### config.mk
export PLATFORM = sky130hd
export DESIGN_NAME = takf_ctrl
export DESIGN_NICKNAME = d
export VERILOG_FILES = /design/src/hdl/takf_pkg.sv /design/src/hdl/takf_ctrl.sv
export SDC_FILE = /design/constraint.sdc
export NUM_CORES = 1
export LEC_CHECK = 0
export BUFFER_PORTS_ARGS = -buffer_cell sky130_fd_sc_hd__buf_4
export CORE_MARGIN = 3
export CORE_UTILIZATION = 27
export CTS_BUF_LIST = sky130_fd_sc_hd__clkbuf_2 sky130_fd_sc_hd__clkbuf_4 sky130_fd_sc_hd__clkbuf_8
export CTS_CLUSTER_SIZE = 14
export DETAILED_ROUTE_END_ITERATION = 6
export HOLD_SLACK_MARGIN = 0.05
export PLACE_DENSITY = 0.39
export SLEW_MARGIN = 20
export SYNTH_ARGS = -nofsm -noshare
export SYNTH_HDL_FRONTEND = slang
export SYNTH_SLANG_ARGS = --single-unit
### constraint.sdc
create_clock -name clock -period 2.68 [get_ports clock]
set_input_delay 0.268 -clock clock [delete_from_list [all_inputs] [get_ports clock]]
set_output_delay 0.268 -clock clock [all_outputs]
set_load 0.05 [all_outputs]
### src/hdl/takf_pkg.sv
package takf_pkg;

   // fixed field widths and fixed-point format
   localparam int CFG_WIDTH       = 48;
   localparam int IO_WIDTH        = 32;
   localparam int FRAC_BITS       = 44;
   localparam int CSR_INDEX_WIDTH = 2;

   // register indexes
   localparam logic [CSR_INDEX_WIDTH-1:0] REG_TIME_STEP   = 2'd0;
   localparam logic [CSR_INDEX_WIDTH-1:0] REG_ANGLE_NOISE = 2'd1;
   localparam logic [CSR_INDEX_WIDTH-1:0] REG_BIAS_NOISE  = 2'd2;
   localparam logic [CSR_INDEX_WIDTH-1:0] REG_MEAS_NOISE  = 2'd3;

   // register reset values (Q4.44)
   localparam logic [CFG_WIDTH-1:0] TIME_STEP_RST   = 48'd175921860444;
   localparam logic [CFG_WIDTH-1:0] ANGLE_NOISE_RST = 48'd17592186044;
   localparam logic [CFG_WIDTH-1:0] BIAS_NOISE_RST  = 48'd52776558133;
   localparam logic [CFG_WIDTH-1:0] MEAS_NOISE_RST  = 48'd527765581332;

   // datapath micro-operations, in execution order (an update skips OP_SETA, which only set angle uses)
   typedef enum logic [4:0] {
      OP_LOAD,
      OP_SETA,
      OP_RATE,
      OP_PRED_ANG,
      OP_T,
      OP_INN1,
      OP_INN2,
      OP_INN3,
      OP_C0P,
      OP_C12P,
      OP_C3P,
      OP_S,
      OP_GAIN,
      OP_Y,
      OP_ANG_C,
      OP_BIAS_C,
      OP_C0C,
      OP_C1C,
      OP_C2C,
      OP_C3C,
      OP_EMIT
   } op_type;

   typedef struct packed {
      op_type op;
      logic   go;
   } cmd_type;

   typedef struct packed {
      logic mul_done;
      logic div_done;
   } sts_type;

   function automatic logic is_mul(input op_type op);
      logic r;
      case (op)
         OP_PRED_ANG, OP_T, OP_C0P, OP_C3P, OP_ANG_C, OP_BIAS_C,
         OP_C0C, OP_C1C, OP_C2C, OP_C3C: r = 1'b1;
         default: r = 1'b0;
      endcase
      return r;
   endfunction

   function automatic op_type next_op(input op_type op);
      op_type r;
      case (op)
         OP_RATE:     r = OP_PRED_ANG;
         OP_PRED_ANG: r = OP_T;
         OP_T:        r = OP_INN1;
         OP_INN1:     r = OP_INN2;
         OP_INN2:     r = OP_INN3;
         OP_INN3:     r = OP_C0P;
         OP_C0P:      r = OP_C12P;
         OP_C12P:     r = OP_C3P;
         OP_C3P:      r = OP_S;
         OP_S:        r = OP_GAIN;
         OP_GAIN:     r = OP_Y;
         OP_Y:        r = OP_ANG_C;
         OP_ANG_C:    r = OP_BIAS_C;
         OP_BIAS_C:   r = OP_C0C;
         OP_C0C:      r = OP_C1C;
         OP_C1C:      r = OP_C2C;
         OP_C2C:      r = OP_C3C;
         default:     r = OP_EMIT;
      endcase
      return r;
   endfunction

endpackage

### src/hdl/takf_ctrl.sv
module takf_ctrl import takf_pkg::*; (
   input  logic    clock,
   input  logic    reset,
   input  logic    req_valid,
   input  logic    req_action,
   output logic    req_ready,
   input  logic    rsp_ready,
   output logic    rsp_valid,
   output cmd_type cmd,
   input  sts_type sts
);

   typedef enum logic [3:0] {
      ST_IDLE  = 4'b0001,
      ST_EXEC  = 4'b0010,
      ST_MWAIT = 4'b0100,
      ST_DWAIT = 4'b1000
   } state_type;

   state_type state_ff, state_in;
   op_type    step_ff, step_in;
   logic      rsp_valid_ff, rsp_valid_in;

   always_comb begin
      state_in     = state_ff;
      step_in      = step_ff;
      rsp_valid_in = rsp_valid_ff & ~rsp_ready;
      cmd.op       = step_ff;
      cmd.go       = 1'b0;
      req_ready    = 1'b0;
      case (state_ff)
         ST_IDLE: begin
            // take inputs; result register may still be occupied
            req_ready = 1'b1;
            cmd.op    = OP_LOAD;
            if (req_valid) begin
               cmd.go   = 1'b1;
               step_in  = req_action ? OP_SETA : OP_RATE;
               state_in = ST_EXEC;
            end
         end
         ST_EXEC: begin
            if (step_ff == OP_EMIT) begin
               // load result register once it is free
               if (!rsp_valid_ff || rsp_ready) begin
                  cmd.go       = 1'b1;
                  rsp_valid_in = 1'b1;
                  state_in     = ST_IDLE;
               end
            end else begin
               cmd.go = 1'b1;
               if (is_mul(step_ff)) begin
                  state_in = ST_MWAIT;
               end else if (step_ff == OP_GAIN) begin
                  state_in = ST_DWAIT;
               end else begin
                  step_in = next_op(step_ff);
               end
            end
         end
         ST_MWAIT: begin
            if (sts.mul_done) begin
               step_in  = next_op(step_ff);
               state_in = ST_EXEC;
            end
         end
         ST_DWAIT: begin
            if (sts.div_done) begin
               step_in  = next_op(step_ff);
               state_in = ST_EXEC;
            end
         end
         default: state_in = ST_IDLE;
      endcase
   end

   always_ff @(posedge clock) begin
      if (reset) begin
         state_ff     <= ST_IDLE;
         step_ff      <= OP_LOAD;
         rsp_valid_ff <= 1'b0;
      end else begin
         state_ff     <= state_in;
         step_ff      <= step_in;
         rsp_valid_ff <= rsp_valid_in;
      end
   end

   assign rsp_valid = rsp_valid_ff;

endmodule

**Word level (Yosys, flattened, before mapping)**

Memory sizes are Yosys's and may differ from the RTL's. A register that Yosys moved wholly into a read port is not among the register bits.
Cells that the tools add are included.

- Memories: 4
- Bits of input ports: 7
- Bits in read-only memories: 512
- Bits in registers: 10
- Word-level logic and storage cells: 63

Memory list:

| memory | depth | width | read ports | clocked after memory_dff | write ports | RTL line | RTL |
|---|---|---|---|---|---|---|---|
| (no name shown) | 32 | 5 | 1 | 1 | 0 | takf_pkg.sv:68 | `case (op)` |
| (no name shown) | 32 | 5 | 1 | 1 | 0 | takf_pkg.sv:68 |  |
| (no name shown) | 32 | 5 | 1 | 1 | 0 | takf_pkg.sv:68 |  |
| (no name shown) | 32 | 1 | 1 | 1 | 0 | takf_pkg.sv:58 | `case (op)` |

- Muxes and demuxes: 35
- Equal/unequal tests: 14
- Reduce and logical (&&, ||, !) cells: 5
- Bitwise operators: 2

Operators by type and width:

| operator | count |
|---|---|
| $mux W5 | 15 |
| $mux W4 | 7 |
| $pmux W5 S4 | 1 |
| $pmux W4 S4 | 1 |
| $ne A2 B2 Y1 const B | 6 |
| $mux W1 | 9 |
| $reduce_and A7 Y1 | 1 |
| $eq A5 B4 Y1 const B | 1 |
| $eq A5 B5 Y1 const B | 1 |
| $reduce_and A5 Y1 | 1 |
| $eq A4 B1 Y1 const B | 1 |
| $eq A4 B2 Y1 const B | 1 |
| $eq A4 B3 Y1 const B | 1 |
| $eq A4 B4 Y1 const B | 1 |
| $ne A4 B4 Y1 const B | 1 |
| $reduce_bool A4 Y1 | 1 |
| $ne A3 B3 Y1 const B | 1 |
| $mux W2 | 1 |
| $pmux W1 S2 | 1 |
| $and A1 B1 Y1 | 1 |
| $logic_not A1 Y1 | 1 |
| $logic_or A1 B1 Y1 | 1 |
| $not A1 Y1 | 1 |

**Logic depth before layout (Yosys ltp)**

- Word-level depth: 8
- Depth in mapped cells: 12
- Depth with buffers taken out: 9

**Least setup slack after synthesis**

Ideal clock, no wire load.

- Path type: register to register
- Start: reg state_ff[3]
- End: reg with a tool-made name
- Path buffers: 2
- Setup slack: -0.609 ns
- Required time: 2.546 ns
- Clock period less this slack: 3.289 ns
- Cell stages (with the launch flop): 12
- Arrival: 3.155 ns
- Cells stage by stage: dfxtp_1 -> buf_2 -> nor4b_2 -> nand2_2 -> a221oi_2 -> buf_6 -> nor2_1 -> a311oi_1 -> inv_1 -> ha_1 -> nand3b_1 -> o21ai_0

RTL lines:

| what | RTL line | RTL |
|---|---|---|
| start: declaration | takf_ctrl.sv:20 | `state_type state_ff, state_in;` |
| start signal: assignment | takf_ctrl.sv:83 | `state_ff <= state_in;` |

==> impl_metrics.py <==
metrics = {
    "worst_setup_path": {
        "cp_max_fo": 8,
        "critPathRequiredTime_ns": 2.81,
        "r2r_slack_ns": 0.16,
        "r2r_cells": 7,
        "critical_path.top_delay_family": "simple AND/OR/NAND/NOR gates",
        "cp_num_buf_inv": 0,
        "critical_path_depth": 7,
        "critPathMaxStageDelay_ns": 0.53,
        "path_cells": "nor4b_4, nand2_2, a221oi_4, mux2i_2, a21oi_1, or4_1, o311ai_0",
        "crit_type": "reg -> reg",
        "slowest_stage": "dfxtp_1",
        "start_kind": "flip-flop",
        "critPathCaptureType": "flip-flop",
        "worstPathArrival_ns": 2.65,
        "r2r-start": "state_ff[0]",
    },
    "routing": {
        "via_per_inst": 5.12,
        "ant_nets": 0,
        "routed-via-count": 1081,
        "drcViolationCount": 0,
        "dr.pass1.iters": 4,
        "drt-total-wl_mm": 3.22,
        "routedWlPerCell_um": 15.3,
        "drtIter0Drc": 39,
    },
    "place": {
        "place_hpwl_mm": 2.55,
        "gp_congestion": 0.748,
        "place_inst": 208,
        "portBuffers": 14,
    },
    "global_routing": {
        "antenna_found_initial": 0,
        "met3_usage_pct": 2.13,
        "met2_usage_pct": 23.7,
        "grt-ovfl-total": 0,
        "gr-usage-met1_pct": 16.8,
        "grt_max_degree": 21,
        "grtUsageTotal_pct": 13.5,
        "grt_pass1_wl_mm": 5.40,
        "grt.busiest_layer": "met2",
        "grt_pass1_vias": 1106,
    },
    "timing": {
        "drv_slew": 0,
        "hold_viol": 0,
        "fin_crit_sh_pct": 93.9,
        "skew_ns": 0.00265,
        "slew-limit-headroom_pct": 73.2,
        "hold_slack_ns": 0.336,
        "worstMarginPinSlew_ns": 0.401,
        "rsz0062_at_grt": "no",
        "finalSetupViolations": 0,
        "clock.fmax_mhz": 398,
        "period_minus_slack_ns": 2.52,
        "finalSetupTns_ns": 0,
    },
    "outcome": {
        "status": "finished, final reports clean",
    },
    "clock_tree": {
        "cts_sinks": 16,
        "clockBufferDepth": 2,
        "cts_made_buffers": 3,
        "cts_setup_buffers": 0,
        "ctsHoldBuffers": 0,
        "clk_pin_slew_ns": 0.07,
        "htreeDepth": 1,
        "cts_tree": "done",
        "clk_latency_ns": 0.25,
        "cts_root_buf": "clkbuf_8",
        "cts_resized": 0,
    },
    "job": {
        "maxCapViolations": 0,
    },
    "pwr": {
        "p_leak_nw": 0.563,
        "ir_drop_v": 0.000280,
        "powerDensity_nw_per_um2": 875,
        "power.total_mw": 1.28,
    },
    "floorplan": {
        "die-area_um2": 5060,
        "core_area_um2": 4060,
        "fp.dieH_um": 71.1,
        "floorplan.initialDensity_pct": 28.2,
        "num_io_pins": 15,
        "die_w_um": 71.1,
        "row_count": 23,
    },
    "synth": {
        "synth_edf_count": 0,
        "syn_area_um2": 1140,
        "ys_warn_count": 0,
        "synthDistinctLibCells": 44,
        "ys_seq_area_share_pct": 28.0,
        "synthArstFlopShare_pct": 0,
        "synth_flop_cell": "dfxtp_1",
        "syn_nets": 146,
        "synthCells": 137,
        "yosys_register_bits": 16,
        "syn_area_per_cell_um2": 8.36,
    },
    "worst_hold_path": {
        "whs_path_depth": 3,
        "hold_path_class": "in -> reg",
        "min_to": "rsp_valid",
        "holdCritStartpoint": "rsp_ready",
    },
    "final_layout": {
        "antennaDiodeCount": 0,
        "postLayoutCoreUtil_pct": 36.0,
        "area_delta_synth_final_pct": 27.5,
        "stdcell_count": 211,
        "drive_above_1_share_pct": 29.8,
        "final_net_count": 172,
    },
}
## layout make-up
class,count,area [um^2]
fill,419,2600
multi-input combinational,107,797
sequential,16,323
timing repair buffer,28,210
tap,50,62.6
clock buffer,3,41.3
inverter,7,26.3
## cells in the mapped netlist, types with 3 or more instances
cell | number | area (um^2)
a211o_1 | 3 | 26.3
a21oi_1 | 11 | 55.1
a311oi_1 | 3 | 26.3
a31oi_1 | 3 | 18.8
clkbuf_1 | 3 | 11.3
dfxtp_1 | 16 | 320
inv_1 | 7 | 26.3
mux2i_1 | 5 | 50.1
nand2_1 | 6 | 22.5
nand2b_1 | 3 | 18.8
nand3b_1 | 3 | 22.5
nor2_1 | 15 | 56.3
nor2b_1 | 8 | 50.1
nor3_1 | 4 | 20.0
o21ai_0 | 8 | 40.0
xor2_1 | 4 | 35.0
## worst min-delay path: cells and delay by family
family                 cells  cell delay (ns)
and+or+nand+nor            1             0.13
buffers and inverters      1             0.07
AOI/OAI and AO/OA          1             0.07
## cells in the final DEF (no fill, tap or decap), types with 2 or more instances in the layout
master / n
xor2_1: 4
a32oi_1: 2
mux2i_1: 4
buf_4: 28
clkbuf_8: 3
a311oi_1: 2
nand3b_1: 3
nor3_1: 4
a31oi_1: 3
o21ai_0: 6
nor2b_1: 8
and2_1: 2
inv_1: 7
a211oi_1: 2
or3_1: 2
a211o_1: 3
dfxtp_1: 14
o21ai_1: 2
dfxtp_2: 2
nor2_1: 14
a21oi_1: 10
nand2b_1: 3
nand2_1: 6
## power breakdown
part | internal, mW | switching, mW
sequential | 0.296 | 0.0657
combinational | 0.306 | 0.423
clock | 0.0998 | 0.0877
## per-stage QoR
| step | cell area (um^2) | setup WS, ns |
|---|---|---|
| after global placement | 1410 | 0.176 |
| after global routing | 1460 | 0.0159 |
| after floorplan | 1190 | -0.0606 |
| final | 1460 | 0.164 |
| after detailed placement | 1410 | 0.127 |
| after CTS | 1450 | 0.111 |
## kinds of logic (layout without fill, tap and decap cells)
| logic type | Yosys count | in the layout | synth area share [%] |
|---|---|---|---|
| adders and majority gates | 2 | 2 | 2.19 |
| AOI/OAI and AO/OA | 44 | 44 | 30.1 |
| buffers and inverters | 14 | 38 | 6.34 |
| DFF | 16 | 16 | 28.0 |
| xor gates and xnor gates | 4 | 4 | 3.06 |
| muxes | 5 | 5 | 4.37 |
| and+or+nand+nor | 52 | 52 | 26.0 |
## metal layers
| metal | vias up | share of wire (%) | wire length, um |
|---|---|---|---|
| li1 | 550 | - | - |
| met1 | 512 | 45 | 1440 |
| met2 | 15 | 50 | 1620 |
| met3 | 4 | 3.1 | 99 |
| met4 | 0 | 2.0 | 64 |
| met5 | - | 0 | 0 |
## how the worst max path moves through the flow
stage | start | to | slack [ns]
floorplan | state_ff[3] | flip-flop | -0.06
global placement | state_ff[2] | flip-flop | 0.18
detailed placement | state_ff[2] | flip-flop | 0.13
CTS | state_ff[2] | flip-flop | 0.11
global route | state_ff[0] | flip-flop | 0.02
finish | state_ff[0] | flip-flop | 0.16
No activity file was read; power rests on OpenSTA's default activity.
